$ cat config.mk
export PLATFORM = sky130hd
export DESIGN_NAME = sha1_message_digest_core_flat
export DESIGN_NICKNAME = d
export VERILOG_FILES = /design/src/rtl/sha1_pkg.sv /design/src/rtl/sha1_intf.sv /design/src/rtl/sha1_front.sv /design/src/rtl/sha1_queue.sv /design/src/rtl/sha1_back.sv /design/src/rtl/sha1_message_digest_core.sv /design/src/flat_wrapper.sv
export SDC_FILE = /design/constraint.sdc
export NUM_CORES = 2
export LEC_CHECK = 0
export BUFFER_PORTS_ARGS = -buffer_cell sky130_fd_sc_hd__buf_2
export CAP_MARGIN = 30
export CORE_MARGIN = 4
export CORE_UTILIZATION = 63
export CTS_CLUSTER_DIAMETER = 100
export DETAILED_ROUTE_END_ITERATION = 7
export PLACE_DENSITY = 0.89
export SETUP_SLACK_MARGIN = 0.2
export SLEW_MARGIN = 20
export SYNTH_ARGS = -nofsm -noshare
export SYNTH_HDL_FRONTEND = slang
export SYNTH_SLANG_ARGS = --single-unit
$ cat constraint.sdc
create_clock -name clk_i -period 8.8 [get_ports clk_i]
set_input_delay 1.76 -clock clk_i [delete_from_list [all_inputs] [get_ports clk_i]]
set_output_delay 1.76 -clock clk_i [all_outputs]
set_load 0.01 [all_outputs]
$ cat src/rtl/sha1_pkg.sv
// Shared types, constants and round functions of the SHA-1 digest core.
package sha1_pkg;

  localparam int unsigned QUEUE_DEPTH = 4;
  localparam int unsigned ROUNDS = 80;

  localparam logic [31:0] H0 = 32'h67452301;
  localparam logic [31:0] H1 = 32'hEFCDAB89;
  localparam logic [31:0] H2 = 32'h98BADCFE;
  localparam logic [31:0] H3 = 32'h10325476;
  localparam logic [31:0] H4 = 32'hC3D2E1F0;

  localparam logic [31:0] K0 = 32'h5A827999;
  localparam logic [31:0] K1 = 32'h6ED9EBA1;
  localparam logic [31:0] K2 = 32'h8F1BBCDC;
  localparam logic [31:0] K3 = 32'hCA62C1D6;

  localparam logic [7:0] PAD_BYTE = 8'h80;
  localparam logic [5:0] LEN_FILL = 6'd56;
  localparam logic [2:0] LAST_WORD = 3'd4;

  // One queued request: a message byte and/or a close.
  typedef struct packed {
    logic [7:0] data_byte;
    logic       carries_byte;
    logic       last_byte;
  } sha1_item_t;

  typedef enum logic [4:0] {
    ST_IDLE  = 5'b00001,
    ST_PAD   = 5'b00010,
    ST_ROUND = 5'b00100,
    ST_ADD   = 5'b01000,
    ST_OUT   = 5'b10000
  } sha1_state_e;

  function automatic logic [31:0] init_hash(input logic [2:0] idx);
    logic [31:0] h;
    case (idx)
      3'd0:    h = H0;
      3'd1:    h = H1;
      3'd2:    h = H2;
      3'd3:    h = H3;
      default: h = H4;
    endcase
    return h;
  endfunction

  function automatic logic [31:0] round_f(input logic [6:0] t, input logic [31:0] b,
                                          input logic [31:0] c, input logic [31:0] d);
    logic [31:0] f;
    if (t < 7'd20) begin
      f = (b & c) | (~b & d);
    end else if (t < 7'd40) begin
      f = b ^ c ^ d;
    end else if (t < 7'd60) begin
      f = (b & c) | (b & d) | (c & d);
    end else begin
      f = b ^ c ^ d;
    end
    return f;
  endfunction

  function automatic logic [31:0] round_k(input logic [6:0] t);
    logic [31:0] k;
    if (t < 7'd20) begin
      k = K0;
    end else if (t < 7'd40) begin
      k = K1;
    end else if (t < 7'd60) begin
      k = K2;
    end else begin
      k = K3;
    end
    return k;
  endfunction

endpackage

$ cat src/rtl/sha1_intf.sv
// Valid/ready channel interfaces for message requests and digest words.
interface sha1_in_if;
  logic       valid;
  logic       ready;
  logic [7:0] data_byte;
  logic       carries_byte;
  logic       last_byte;

  modport source (output valid, output data_byte, output carries_byte, output last_byte,
                  input ready);
  modport sink (input valid, input data_byte, input carries_byte, input last_byte,
                output ready);
endinterface

interface sha1_out_if;
  logic        valid;
  logic        ready;
  logic [31:0] digest_word;
  logic [2:0]  word_index;
  logic        final_word;

  modport source (output valid, output digest_word, output word_index, output final_word,
                  input ready);
  modport sink (input valid, input digest_word, input word_index, input final_word,
                output ready);
endinterface

$ cat src/rtl/sha1_front.sv
// Input stage: registers each request that carries a byte or a close and drops bare requests that do nothing.
module sha1_front (
  input  logic                clk_i,
  input  logic                rst_ni,
  sha1_in_if.sink             in_i,
  output logic                push_valid_o,
  output sha1_pkg::sha1_item_t push_item_o,
  input  logic                push_ready_i
);

  logic                 hold_valid_q, hold_valid_d;
  sha1_pkg::sha1_item_t hold_item_q;
  logic                 take;
  logic                 useful;

  assign in_i.ready = !hold_valid_q || push_ready_i;
  assign take       = in_i.valid && in_i.ready;
  assign useful     = in_i.carries_byte || in_i.last_byte;

  always_comb begin
    hold_valid_d = hold_valid_q;
    if (push_ready_i) begin
      hold_valid_d = 1'b0;
    end
    if (take) begin
      hold_valid_d = useful;
    end
  end

  always_ff @(posedge clk_i or negedge rst_ni) begin
    if (!rst_ni) begin
      hold_valid_q <= 1'b0;
    end else begin
      hold_valid_q <= hold_valid_d;
    end
  end

  always_ff @(posedge clk_i) begin
    if (take && useful) begin
      hold_item_q.data_byte    <= in_i.data_byte;
      hold_item_q.carries_byte <= in_i.carries_byte;
      hold_item_q.last_byte    <= in_i.last_byte;
    end
  end

  assign push_valid_o = hold_valid_q;
  assign push_item_o  = hold_item_q;

endmodule

$ cat src/rtl/sha1_queue.sv
// Short request queue between the input stage and the digest engine.
module sha1_queue #(
  parameter int unsigned Depth = sha1_pkg::QUEUE_DEPTH
) (
  input  logic                 clk_i,
  input  logic                 rst_ni,
  input  logic                 push_valid_i,
  input  sha1_pkg::sha1_item_t push_item_i,
  output logic                 push_ready_o,
  output logic                 pop_valid_o,
  output sha1_pkg::sha1_item_t pop_item_o,
  input  logic                 pop_ready_i
);

  localparam int unsigned PtrW = (Depth > 1) ? $clog2(Depth) : 1;
  localparam int unsigned CntW = $clog2(Depth + 1);

  sha1_pkg::sha1_item_t mem_q [Depth];
  logic [PtrW-1:0] wr_ptr_q, wr_ptr_d, rd_ptr_q, rd_ptr_d;
  logic [CntW-1:0] count_q, count_d;
  logic            do_push, do_pop;

  assign push_ready_o = count_q != CntW'(Depth);
  assign pop_valid_o  = count_q != '0;
  assign do_push      = push_valid_i && push_ready_o;
  assign do_pop       = pop_valid_o && pop_ready_i;
  assign pop_item_o   = mem_q[rd_ptr_q];

  always_comb begin
    wr_ptr_d = wr_ptr_q;
    rd_ptr_d = rd_ptr_q;
    count_d  = count_q;
    if (do_push) begin
      wr_ptr_d = (wr_ptr_q == PtrW'(Depth - 1)) ? '0 : wr_ptr_q + 1'b1;
    end
    if (do_pop) begin
      rd_ptr_d = (rd_ptr_q == PtrW'(Depth - 1)) ? '0 : rd_ptr_q + 1'b1;
    end
    if (do_push && !do_pop) begin
      count_d = count_q + 1'b1;
    end else if (do_pop && !do_push) begin
      count_d = count_q - 1'b1;
    end
  end

  always_ff @(posedge clk_i or negedge rst_ni) begin
    if (!rst_ni) begin
      wr_ptr_q <= '0;
      rd_ptr_q <= '0;
      count_q  <= '0;
    end else begin
      wr_ptr_q <= wr_ptr_d;
      rd_ptr_q <= rd_ptr_d;
      count_q  <= count_d;
    end
  end

  always_ff @(posedge clk_i) begin
    if (do_push) begin
      mem_q[wr_ptr_q] <= push_item_i;
    end
  end

endmodule

$ cat src/rtl/sha1_back.sv
// Digest engine: block assembly, padding, 80-round compression and digest output.
module sha1_back (
  input  logic                 clk_i,
  input  logic                 rst_ni,
  input  logic                 pop_valid_i,
  input  sha1_pkg::sha1_item_t pop_item_i,
  output logic                 pop_ready_o,
  sha1_out_if.source           out_o
);

  sha1_pkg::sha1_state_e state_q, state_d;

  logic [5:0]  fill_q, fill_d;
  logic [23:0] word_q, word_d;
  logic [31:0] win_q [16];
  logic [31:0] win_d [16];
  logic [31:0] rnd_q [5];
  logic [31:0] rnd_d [5];
  logic [31:0] chain_q [5];
  logic [31:0] chain_d [5];
  logic [6:0]  cnt_q, cnt_d;
  logic [60:0] bytes_q, bytes_d;
  logic        closing_q, closing_d;
  logic        sent80_q, sent80_d;
  logic        len_active_q, len_active_d;
  logic [2:0]  len_cnt_q, len_cnt_d;
  logic        pad_done_q, pad_done_d;
  logic [2:0]  idx_q, idx_d;

  logic        ov_q, ov_d;
  logic [31:0] od_word_q;
  logic [2:0]  od_idx_q;
  logic        od_final_q;
  logic        out_load;

  logic        put_en;
  logic [7:0]  put_byte;
  logic        block_full;
  logic [63:0] len_bits;
  logic [7:0]  len_byte;
  logic [31:0] f_val, k_val, tmp, sched_x, sched;

  assign len_bits = {bytes_q, 3'b000};
  assign len_byte = 8'(len_bits >> {~len_cnt_q, 3'b000});

  assign f_val   = sha1_pkg::round_f(cnt_q, rnd_q[1], rnd_q[2], rnd_q[3]);
  assign k_val   = sha1_pkg::round_k(cnt_q);
  assign tmp     = {rnd_q[0][26:0], rnd_q[0][31:27]} + f_val + rnd_q[4] + k_val + win_q[0];
  assign sched_x = win_q[13] ^ win_q[8] ^ win_q[2] ^ win_q[0];
  assign sched   = {sched_x[30:0], sched_x[31]};

  assign block_full = put_en && (fill_q == 6'd63);

  always_comb begin
    state_d      = state_q;
    fill_d       = fill_q;
    word_d       = word_q;
    win_d        = win_q;
    rnd_d        = rnd_q;
    chain_d      = chain_q;
    cnt_d        = cnt_q;
    bytes_d      = bytes_q;
    closing_d    = closing_q;
    sent80_d     = sent80_q;
    len_active_d = len_active_q;
    len_cnt_d    = len_cnt_q;
    pad_done_d   = pad_done_q;
    idx_d        = idx_q;
    pop_ready_o  = 1'b0;
    put_en       = 1'b0;
    put_byte     = 8'h00;
    out_load     = 1'b0;

    case (state_q)
      sha1_pkg::ST_IDLE: begin
        pop_ready_o = 1'b1;
        if (pop_valid_i) begin
          if (pop_item_i.carries_byte) begin
            put_en   = 1'b1;
            put_byte = pop_item_i.data_byte;
            bytes_d  = bytes_q + 1'b1;
          end
          if (pop_item_i.last_byte) begin
            closing_d = 1'b1;
            state_d   = sha1_pkg::ST_PAD;
          end
        end
      end
      sha1_pkg::ST_PAD: begin
        put_en = 1'b1;
        if (!sent80_q) begin
          put_byte = sha1_pkg::PAD_BYTE;
          sent80_d = 1'b1;
        end else if (!len_active_q && (fill_q != sha1_pkg::LEN_FILL)) begin
          put_byte = 8'h00;
        end else begin
          put_byte     = len_byte;
          len_active_d = 1'b1;
          len_cnt_d    = len_cnt_q + 1'b1;
          if (len_cnt_q == 3'd7) begin
            pad_done_d = 1'b1;
          end
        end
      end
      sha1_pkg::ST_ROUND: begin
        for (int i = 0; i < 15; i++) begin
          win_d[i] = win_q[i+1];
        end
        win_d[15] = sched;
        rnd_d[4]  = rnd_q[3];
        rnd_d[3]  = rnd_q[2];
        rnd_d[2]  = {rnd_q[1][1:0], rnd_q[1][31:2]};
        rnd_d[1]  = rnd_q[0];
        rnd_d[0]  = tmp;
        cnt_d     = cnt_q + 1'b1;
        if (cnt_q == 7'(sha1_pkg::ROUNDS - 1)) begin
          state_d = sha1_pkg::ST_ADD;
        end
      end
      sha1_pkg::ST_ADD: begin
        for (int i = 0; i < 5; i++) begin
          chain_d[i] = chain_q[i] + rnd_q[i];
        end
        if (!closing_q) begin
          state_d = sha1_pkg::ST_IDLE;
        end else if (pad_done_q) begin
          state_d = sha1_pkg::ST_OUT;
        end else begin
          state_d = sha1_pkg::ST_PAD;
        end
      end
      sha1_pkg::ST_OUT: begin
        if (!ov_q || out_o.ready) begin
          out_load = 1'b1;
          idx_d    = idx_q + 1'b1;
          if (idx_q == sha1_pkg::LAST_WORD) begin
            idx_d        = '0;
            bytes_d      = '0;
            closing_d    = 1'b0;
            sent80_d     = 1'b0;
            len_active_d = 1'b0;
            len_cnt_d    = '0;
            pad_done_d   = 1'b0;
            for (int i = 0; i < 5; i++) begin
              chain_d[i] = sha1_pkg::init_hash(3'(i));
            end
            state_d = sha1_pkg::ST_IDLE;
          end
        end
      end
      default: begin
        state_d = sha1_pkg::ST_IDLE;
      end
    endcase

    if (put_en) begin
      fill_d = fill_q + 1'b1;
      word_d = {word_q[15:0], put_byte};
      if (fill_q[1:0] == 2'b11) begin
        for (int i = 0; i < 15; i++) begin
          win_d[i] = win_q[i+1];
        end
        win_d[15] = {word_q, put_byte};
      end
    end
    if (block_full) begin
      state_d = sha1_pkg::ST_ROUND;
      cnt_d   = '0;
      rnd_d   = chain_q;
    end
  end

  always_comb begin
    ov_d = ov_q;
    if (out_o.ready) begin
      ov_d = 1'b0;
    end
    if (out_load) begin
      ov_d = 1'b1;
    end
  end

  always_ff @(posedge clk_i or negedge rst_ni) begin
    if (!rst_ni) begin
      state_q      <= sha1_pkg::ST_IDLE;
      fill_q       <= '0;
      cnt_q        <= '0;
      bytes_q      <= '0;
      closing_q    <= 1'b0;
      sent80_q     <= 1'b0;
      len_active_q <= 1'b0;
      len_cnt_q    <= '0;
      pad_done_q   <= 1'b0;
      idx_q        <= '0;
      ov_q         <= 1'b0;
      for (int i = 0; i < 5; i++) begin
        chain_q[i] <= sha1_pkg::init_hash(3'(i));
      end
    end else begin
      state_q      <= state_d;
      fill_q       <= fill_d;
      cnt_q        <= cnt_d;
      bytes_q      <= bytes_d;
      closing_q    <= closing_d;
      sent80_q     <= sent80_d;
      len_active_q <= len_active_d;
      len_cnt_q    <= len_cnt_d;
      pad_done_q   <= pad_done_d;
      idx_q        <= idx_d;
      ov_q         <= ov_d;
      chain_q      <= chain_d;
    end
  end

  always_ff @(posedge clk_i) begin
    word_q <= word_d;
    win_q  <= win_d;
    rnd_q  <= rnd_d;
    if (out_load) begin
      od_word_q  <= chain_q[idx_q];
      od_idx_q   <= idx_q;
      od_final_q <= idx_q == sha1_pkg::LAST_WORD;
    end
  end

  assign out_o.valid       = ov_q;
  assign out_o.digest_word = od_word_q;
  assign out_o.word_index  = od_idx_q;
  assign out_o.final_word  = od_final_q;

  a_out_index : assert property (@(posedge clk_i) disable iff (!rst_ni)
    ov_q |-> (od_idx_q <= sha1_pkg::LAST_WORD) &&
             (od_final_q == (od_idx_q == sha1_pkg::LAST_WORD)))
    else $error("digest word index out of range or final flag mismatch");

  a_round_range : assert property (@(posedge clk_i) disable iff (!rst_ni)
    (state_q == sha1_pkg::ST_ROUND) |-> (cnt_q < 7'(sha1_pkg::ROUNDS)))
    else $error("round counter past last round");

  a_add_after_rounds : assert property (@(posedge clk_i) disable iff (!rst_ni)
    (state_q == sha1_pkg::ST_ADD) |->
      ($past(state_q) == sha1_pkg::ST_ROUND) && ($past(cnt_q) == 7'(sha1_pkg::ROUNDS - 1)))
    else $error("chain update without a full set of rounds");

  a_out_clean : assert property (@(posedge clk_i) disable iff (!rst_ni)
    (state_q == sha1_pkg::ST_OUT) |-> (fill_q == 6'd0) && pad_done_q)
    else $error("digest output with an unfinished block");

endmodule

$ cat src/rtl/sha1_message_digest_core.sv
// Top level of the streaming SHA-1 digest core.
// A full 64-byte block runs 80 rounds and one chain update in the single shared
// round unit, which takes no new bytes meanwhile. A close pads one byte per cycle,
// pausing while a full block runs its rounds, up to byte 56 of a block, then 8 length
// bytes, and then gives the five digest words, each held until the receiver takes it.
// Reset: clears control, queue and length count, loads the initial hash; no clearing pass.
module sha1_message_digest_core #(
  parameter int unsigned QueueDepth = sha1_pkg::QUEUE_DEPTH
) (
  input  logic       clk_i,
  input  logic       rst_ni,
  sha1_in_if.sink    in_i,
  sha1_out_if.source out_o
);

  logic                 f_valid, f_ready;
  sha1_pkg::sha1_item_t f_item;
  logic                 q_valid, q_ready;
  sha1_pkg::sha1_item_t q_item;

  sha1_front u_front (
    .clk_i        (clk_i),
    .rst_ni       (rst_ni),
    .in_i         (in_i),
    .push_valid_o (f_valid),
    .push_item_o  (f_item),
    .push_ready_i (f_ready)
  );

  sha1_queue #(
    .Depth (QueueDepth)
  ) u_queue (
    .clk_i        (clk_i),
    .rst_ni       (rst_ni),
    .push_valid_i (f_valid),
    .push_item_i  (f_item),
    .push_ready_o (f_ready),
    .pop_valid_o  (q_valid),
    .pop_item_o   (q_item),
    .pop_ready_i  (q_ready)
  );

  sha1_back u_back (
    .clk_i       (clk_i),
    .rst_ni      (rst_ni),
    .pop_valid_i (q_valid),
    .pop_item_i  (q_item),
    .pop_ready_o (q_ready),
    .out_o       (out_o)
  );

endmodule

$ cat src/flat_wrapper.sv
// flat-port wrapper written by rule: the top's interface ports become plain ports
module sha1_message_digest_core_flat 
#(
  parameter int unsigned QueueDepth = sha1_pkg::QUEUE_DEPTH
)
  (clk_i, rst_ni, in_i_valid, in_i_data_byte, in_i_carries_byte, in_i_last_byte, in_i_ready, out_o_valid, out_o_digest_word, out_o_word_index, out_o_final_word, out_o_ready);
  sha1_in_if in_i_i ();
  sha1_out_if out_o_i ();
  input  logic clk_i;
  input  logic rst_ni;
  input wire logic [$bits(in_i_i.valid)-1:0] in_i_valid;
  input wire logic [$bits(in_i_i.data_byte)-1:0] in_i_data_byte;
  input wire logic [$bits(in_i_i.carries_byte)-1:0] in_i_carries_byte;
  input wire logic [$bits(in_i_i.last_byte)-1:0] in_i_last_byte;
  output wire logic [$bits(in_i_i.ready)-1:0] in_i_ready;
  output wire logic [$bits(out_o_i.valid)-1:0] out_o_valid;
  output wire logic [$bits(out_o_i.digest_word)-1:0] out_o_digest_word;
  output wire logic [$bits(out_o_i.word_index)-1:0] out_o_word_index;
  output wire logic [$bits(out_o_i.final_word)-1:0] out_o_final_word;
  input wire logic [$bits(out_o_i.ready)-1:0] out_o_ready;
  assign in_i_i.valid = in_i_valid;
  assign in_i_i.data_byte = in_i_data_byte;
  assign in_i_i.carries_byte = in_i_carries_byte;
  assign in_i_i.last_byte = in_i_last_byte;
  assign in_i_ready = in_i_i.ready;
  assign out_o_valid = out_o_i.valid;
  assign out_o_digest_word = out_o_i.digest_word;
  assign out_o_word_index = out_o_i.word_index;
  assign out_o_final_word = out_o_i.final_word;
  assign out_o_i.ready = out_o_ready;
  sha1_message_digest_core #(.QueueDepth(QueueDepth)) u_core (.clk_i(clk_i), .rst_ni(rst_ni), .in_i(in_i_i), .out_o(out_o_i));
endmodule
==> metrics.txt <==
# TYPE chip_impl_metric gauge
chip_impl_metric{name="timing.critical_path.required",unit="ps"} 9230
chip_impl_metric{name="die_footprint",unit="um2"} 88900
chip_impl_metric{name="part_of_the_yosys_area_used_for_sequential_elements",unit="%"} 47.0
chip_impl_metric{name="post-route-min-period",unit="ps"} 6270
chip_impl_metric{name="fillerInstances",unit=""} 5554
chip_impl_metric{name="finalMaxSlewViolations",unit=""} 0
chip_impl_metric{name="number_of_flops_mapped_to_enable_cells_by_yosys",unit=""} 270
chip_impl_metric{name="wl_per_cell",unit="um"} 23.2
chip_impl_metric{name="post-route-cell-area",unit="um2"} 57800
chip_impl_info{name="top_layer_used",value="met5"} 1
chip_impl_metric{name="yosys_register_bits",unit=""} 1040
chip_impl_info{name="min_path_type",value="reg -> reg"} 1
chip_impl_metric{name="grt_antenna_before_repair",unit=""} 6
chip_impl_metric{name="max_slew_margin",unit="%"} 28.5
chip_impl_info{name="crit_type",value="reg -> reg"} 1
chip_impl_metric{name="io_buffer_count",unit=""} 51
chip_impl_metric{name="routed-wl-met3",unit="um"} 14500
chip_impl_metric{name="synthesis.area",unit="um2"} 53000
chip_impl_metric{name="cts-htree-levels",unit=""} 3
chip_impl_metric{name="grt_first_pass_wirelength",unit="um"} 220000
chip_impl_metric{name="finalHoldViolCount",unit=""} 0
chip_impl_metric{name="cts-buffers-inserted",unit=""} 101
chip_impl_info{name="grt_setup_unrepaired",value="false"} 1
chip_impl_info{name="ys.flop_type",value="dfxtp_1"} 1
chip_impl_metric{name="max_cap_violations",unit=""} 0
chip_impl_metric{name="critical_path.max_fanout",unit=""} 18
chip_impl_metric{name="synth.net_count",unit=""} 5295
chip_impl_metric{name="core-area",unit="um2"} 83600
chip_impl_metric{name="cts.path.max_buffers",unit=""} 3
chip_impl_metric{name="wirelength_met1",unit="um"} 52600
chip_impl_metric{name="post-place-cells",unit=""} 5906
chip_impl_info{name="tritoncts",value="yes"} 1
chip_impl_info{name="failed_checks",value="design-rule violations"} 1
chip_impl_metric{name="postSynth.asyncResetShare",unit="%"} 24.8
chip_impl_metric{name="post_dp_cell_area",unit="um2"} 54100
chip_impl_metric{name="achievable-frequency",unit="MHz"} 160
chip_impl_info{name="worstSetupEndpointType",value="flop"} 1
chip_impl_metric{name="final_min_period_over_clock_period",unit="%"} 71.2
chip_impl_info{name="startpoint_type",value="flop"} 1
chip_impl_metric{name="drt_wl_total",unit="um"} 142000
chip_impl_metric{name="finalNetCount",unit=""} 5278
chip_impl_info{name="final_common_cell",value="nand2_1"} 1
chip_impl_metric{name="numClockSinks",unit=""} 1040
chip_impl_metric{name="clk_transition_reported_paths",unit="ps"} 60
chip_impl_metric{name="routed_wl_met2",unit="um"} 65500
chip_impl_metric{name="grtUsageTotal",unit="%"} 31.2
chip_impl_metric{name="start_util",unit="%"} 63.5
chip_impl_metric{name="leakage",unit="nW"} 24.5
chip_impl_metric{name="post_layout_nonfiller_instances",unit=""} 6100
chip_impl_metric{name="die_x",unit="um"} 298
chip_impl_metric{name="cellPowerDensity",unit="nW/um2"} 235
chip_impl_metric{name="finalSetupViolations",unit=""} 0
chip_impl_metric{name="vdd_drop_max",unit="uV"} 199
chip_impl_metric{name="drtPass1Iterations",unit=""} 8
chip_impl_metric{name="syn-instance-count",unit=""} 4948
chip_impl_info{name="most-common-layout-cells",value="635 x nand2_1, 512 x dfxtp_1, 477 x mux2_2"} 1
chip_impl_metric{name="grt_overflow",unit=""} 0
chip_impl_info{name="run_status",value="finished, violations left"} 1
chip_impl_metric{name="skew",unit="ps"} 43.7
chip_impl_metric{name="synthDistinctLibCells",unit=""} 90
chip_impl_metric{name="routabilityCongestion",unit=""} 0.983
chip_impl_metric{name="worstPathArrival",unit="ps"} 6700
chip_impl_metric{name="setup_total_negative_slack",unit="ps"} 0
chip_impl_metric{name="dr_total_vias",unit=""} 39427
chip_impl_metric{name="grt_max_degree",unit=""} 218
chip_impl_metric{name="core.rowCount",unit=""} 106
chip_impl_metric{name="count_of_buffers_added_by_post_cts_timing_repair_for_setup",unit=""} 0
chip_impl_metric{name="top_level_pins",unit=""} 52
chip_impl_metric{name="remaining_drc_errors",unit=""} 7
chip_impl_metric{name="post_cts.resized_instances",unit=""} 0
chip_impl_metric{name="routed_via_density",unit=""} 6.46
chip_impl_metric{name="cts-hold-fix-buffers",unit=""} 0
chip_impl_metric{name="timing_worst_slew_pin_value",unit="ps"} 1070
chip_impl_metric{name="worstSkewPairLatency",unit="ps"} 700
chip_impl_metric{name="yosysWarnings",unit=""} 0
chip_impl_metric{name="detailedPlacementHpwl",unit="um"} 92400
chip_impl_metric{name="drt.antenna.violating_nets",unit=""} 0
chip_impl_metric{name="syn2layout_area_growth",unit="%"} 8.91
chip_impl_info{name="clock_tree.root_cell",value="clkbuf_16"} 1
chip_impl_metric{name="drive_gt1_share",unit="%"} 18.2
chip_impl_metric{name="initialDrtViolationCount",unit=""} 5010
chip_impl_metric{name="syn_avg_cell_area",unit="um2"} 10.7
chip_impl_metric{name="grt_pass1_vias",unit=""} 39769
chip_impl_metric{name="chipHeight",unit="um"} 298
==> power breakdown <==
part           total, mW  internal, mW  switching, mW
Combinational       2.95          1.32           1.63
Sequential          5.99          5.56          0.433
Clock               4.62          2.63           1.99
==> area by class of cell <==
class / count / area [um2] / area share (%)
clock buffers: 144 / 3050 / 5.29
clock inverters: 47 / 532 / 0.921
inverters: 280 / 1050 / 1.82
flip-flops and latches: 1040 / 24900 / 43.1
repair buffers: 85 / 623 / 1.08
diodes: 1 / 2.50 / 0.00433
multi-input cells: 3423 / 26200 / 45.4
well taps: 1080 / 1350 / 2.34
==> cell families after synthesis <==
group           Yosys count  share of synthesized area [%]
mux                     567                           13.1
simple gates           1306                           10.9
buf+inv                 485                           3.77
xor+xnor                306                           5.05
flops                  1040                           47.0
fa+ha+maj               333                           9.64
compound gates          911                           10.6
==> critical path: stages, from the launching register on <==
cell and delay (ps):
dfrtp_1 460, o21a_1 210, or2_2 280, nor2_1 400
nor2_2 110, buf_4 250, a221oi_1 320, fa_1 510
fa_1 490, inv_1 70, ha_1 190, inv_1 70
fa_1 410, nor2b_1 130, o21a_1 140, o21ai_0 120
a21oi_1 330, a31o_2 260, o211ai_1 110, a2111oi_0 640
o32ai_1 210, xnor2_1 170, a21oi_1 90
==> flip-flops by register name, indices dropped and copies added, names as in the netlist, 10 cells and up <==
name	cells
u_core.u_back.chain_q	160
u_core.u_back.bytes_q	61
u_core.u_back.win_q	512
u_core.u_back.out_o.digest_word	32
u_core.u_back.rnd_q	160
u_core.u_front.push_item_o	10
u_core.u_back.word_q	24
u_core.u_queue.mem_q	40
==> through the flow <==
step	hold WS [ps]	power, mW	worst slack [ps]	utilization [%]
global placement	427	8.71	2830	64.8
global route	489	14.1	2150	69.1
detailed placement	440	8.87	2630	64.8
CTS	460	13.5	2610	69.1
floorplan	418	8.17	2080	-
finish	464	13.6	2530	69.1
==> Yosys cell counts, types with 81 or more instances <==
| master | instances | area [um2] |
|---|---|---|
| nor2_1 | 323 | 1210 |
| edfxtp_1 | 270 | 8110 |
| a21oi_1 | 249 | 1250 |
| mux2_2 | 477 | 5370 |
| dfrtp_1 | 177 | 4430 |
| fa_1 | 126 | 2520 |
| nand2_1 | 636 | 2390 |
| o21ai_0 | 299 | 1500 |
| ha_1 | 207 | 2590 |
| xor2_1 | 128 | 1120 |
| xnor2_1 | 178 | 1560 |
| dfxtp_1 | 512 | 10200 |
| inv_1 | 278 | 1040 |
| clkbuf_1 | 133 | 499 |
| dfstp_2 | 81 | 2130 |
==> worst paths after layout <==
path	to	start	slack (ps)	cells after the start
min in group asynchronous	u_core.u_back.chain_q[47]$_DFFE_PN0P_	rst_ni	1080	1
worst min register to register	u_core.u_back.win_q[482]$_DFF_P_	u_core.u_back.win_q[450]$_DFF_P_	460	2
worst max register to register	u_core.u_back.rnd_q[159]$_DFFE_PP_	u_core.u_back.cnt_q[3]$_DFFE_PN0P_	2530	22
worst min-delay path	u_core.u_back.win_q[482]$_DFF_P_	u_core.u_back.win_q[450]$_DFF_P_	460	2
max in group asynchronous	u_core.u_back.bytes_q[42]$_DFFE_PN0P_	rst_ni	6380	2
worst max-delay path	u_core.u_back.rnd_q[159]$_DFFE_PP_	u_core.u_back.cnt_q[3]$_DFFE_PN0P_	2530	22
==> per-layer routing <==
metal	vias up	track usage, %
met5	-	0
met4	8	17.5
met3	607	7.20
met2	2389	50.3
met1	19137	38.9
li1	17286	-
No activity file was read; power rests on OpenSTA's default activity.
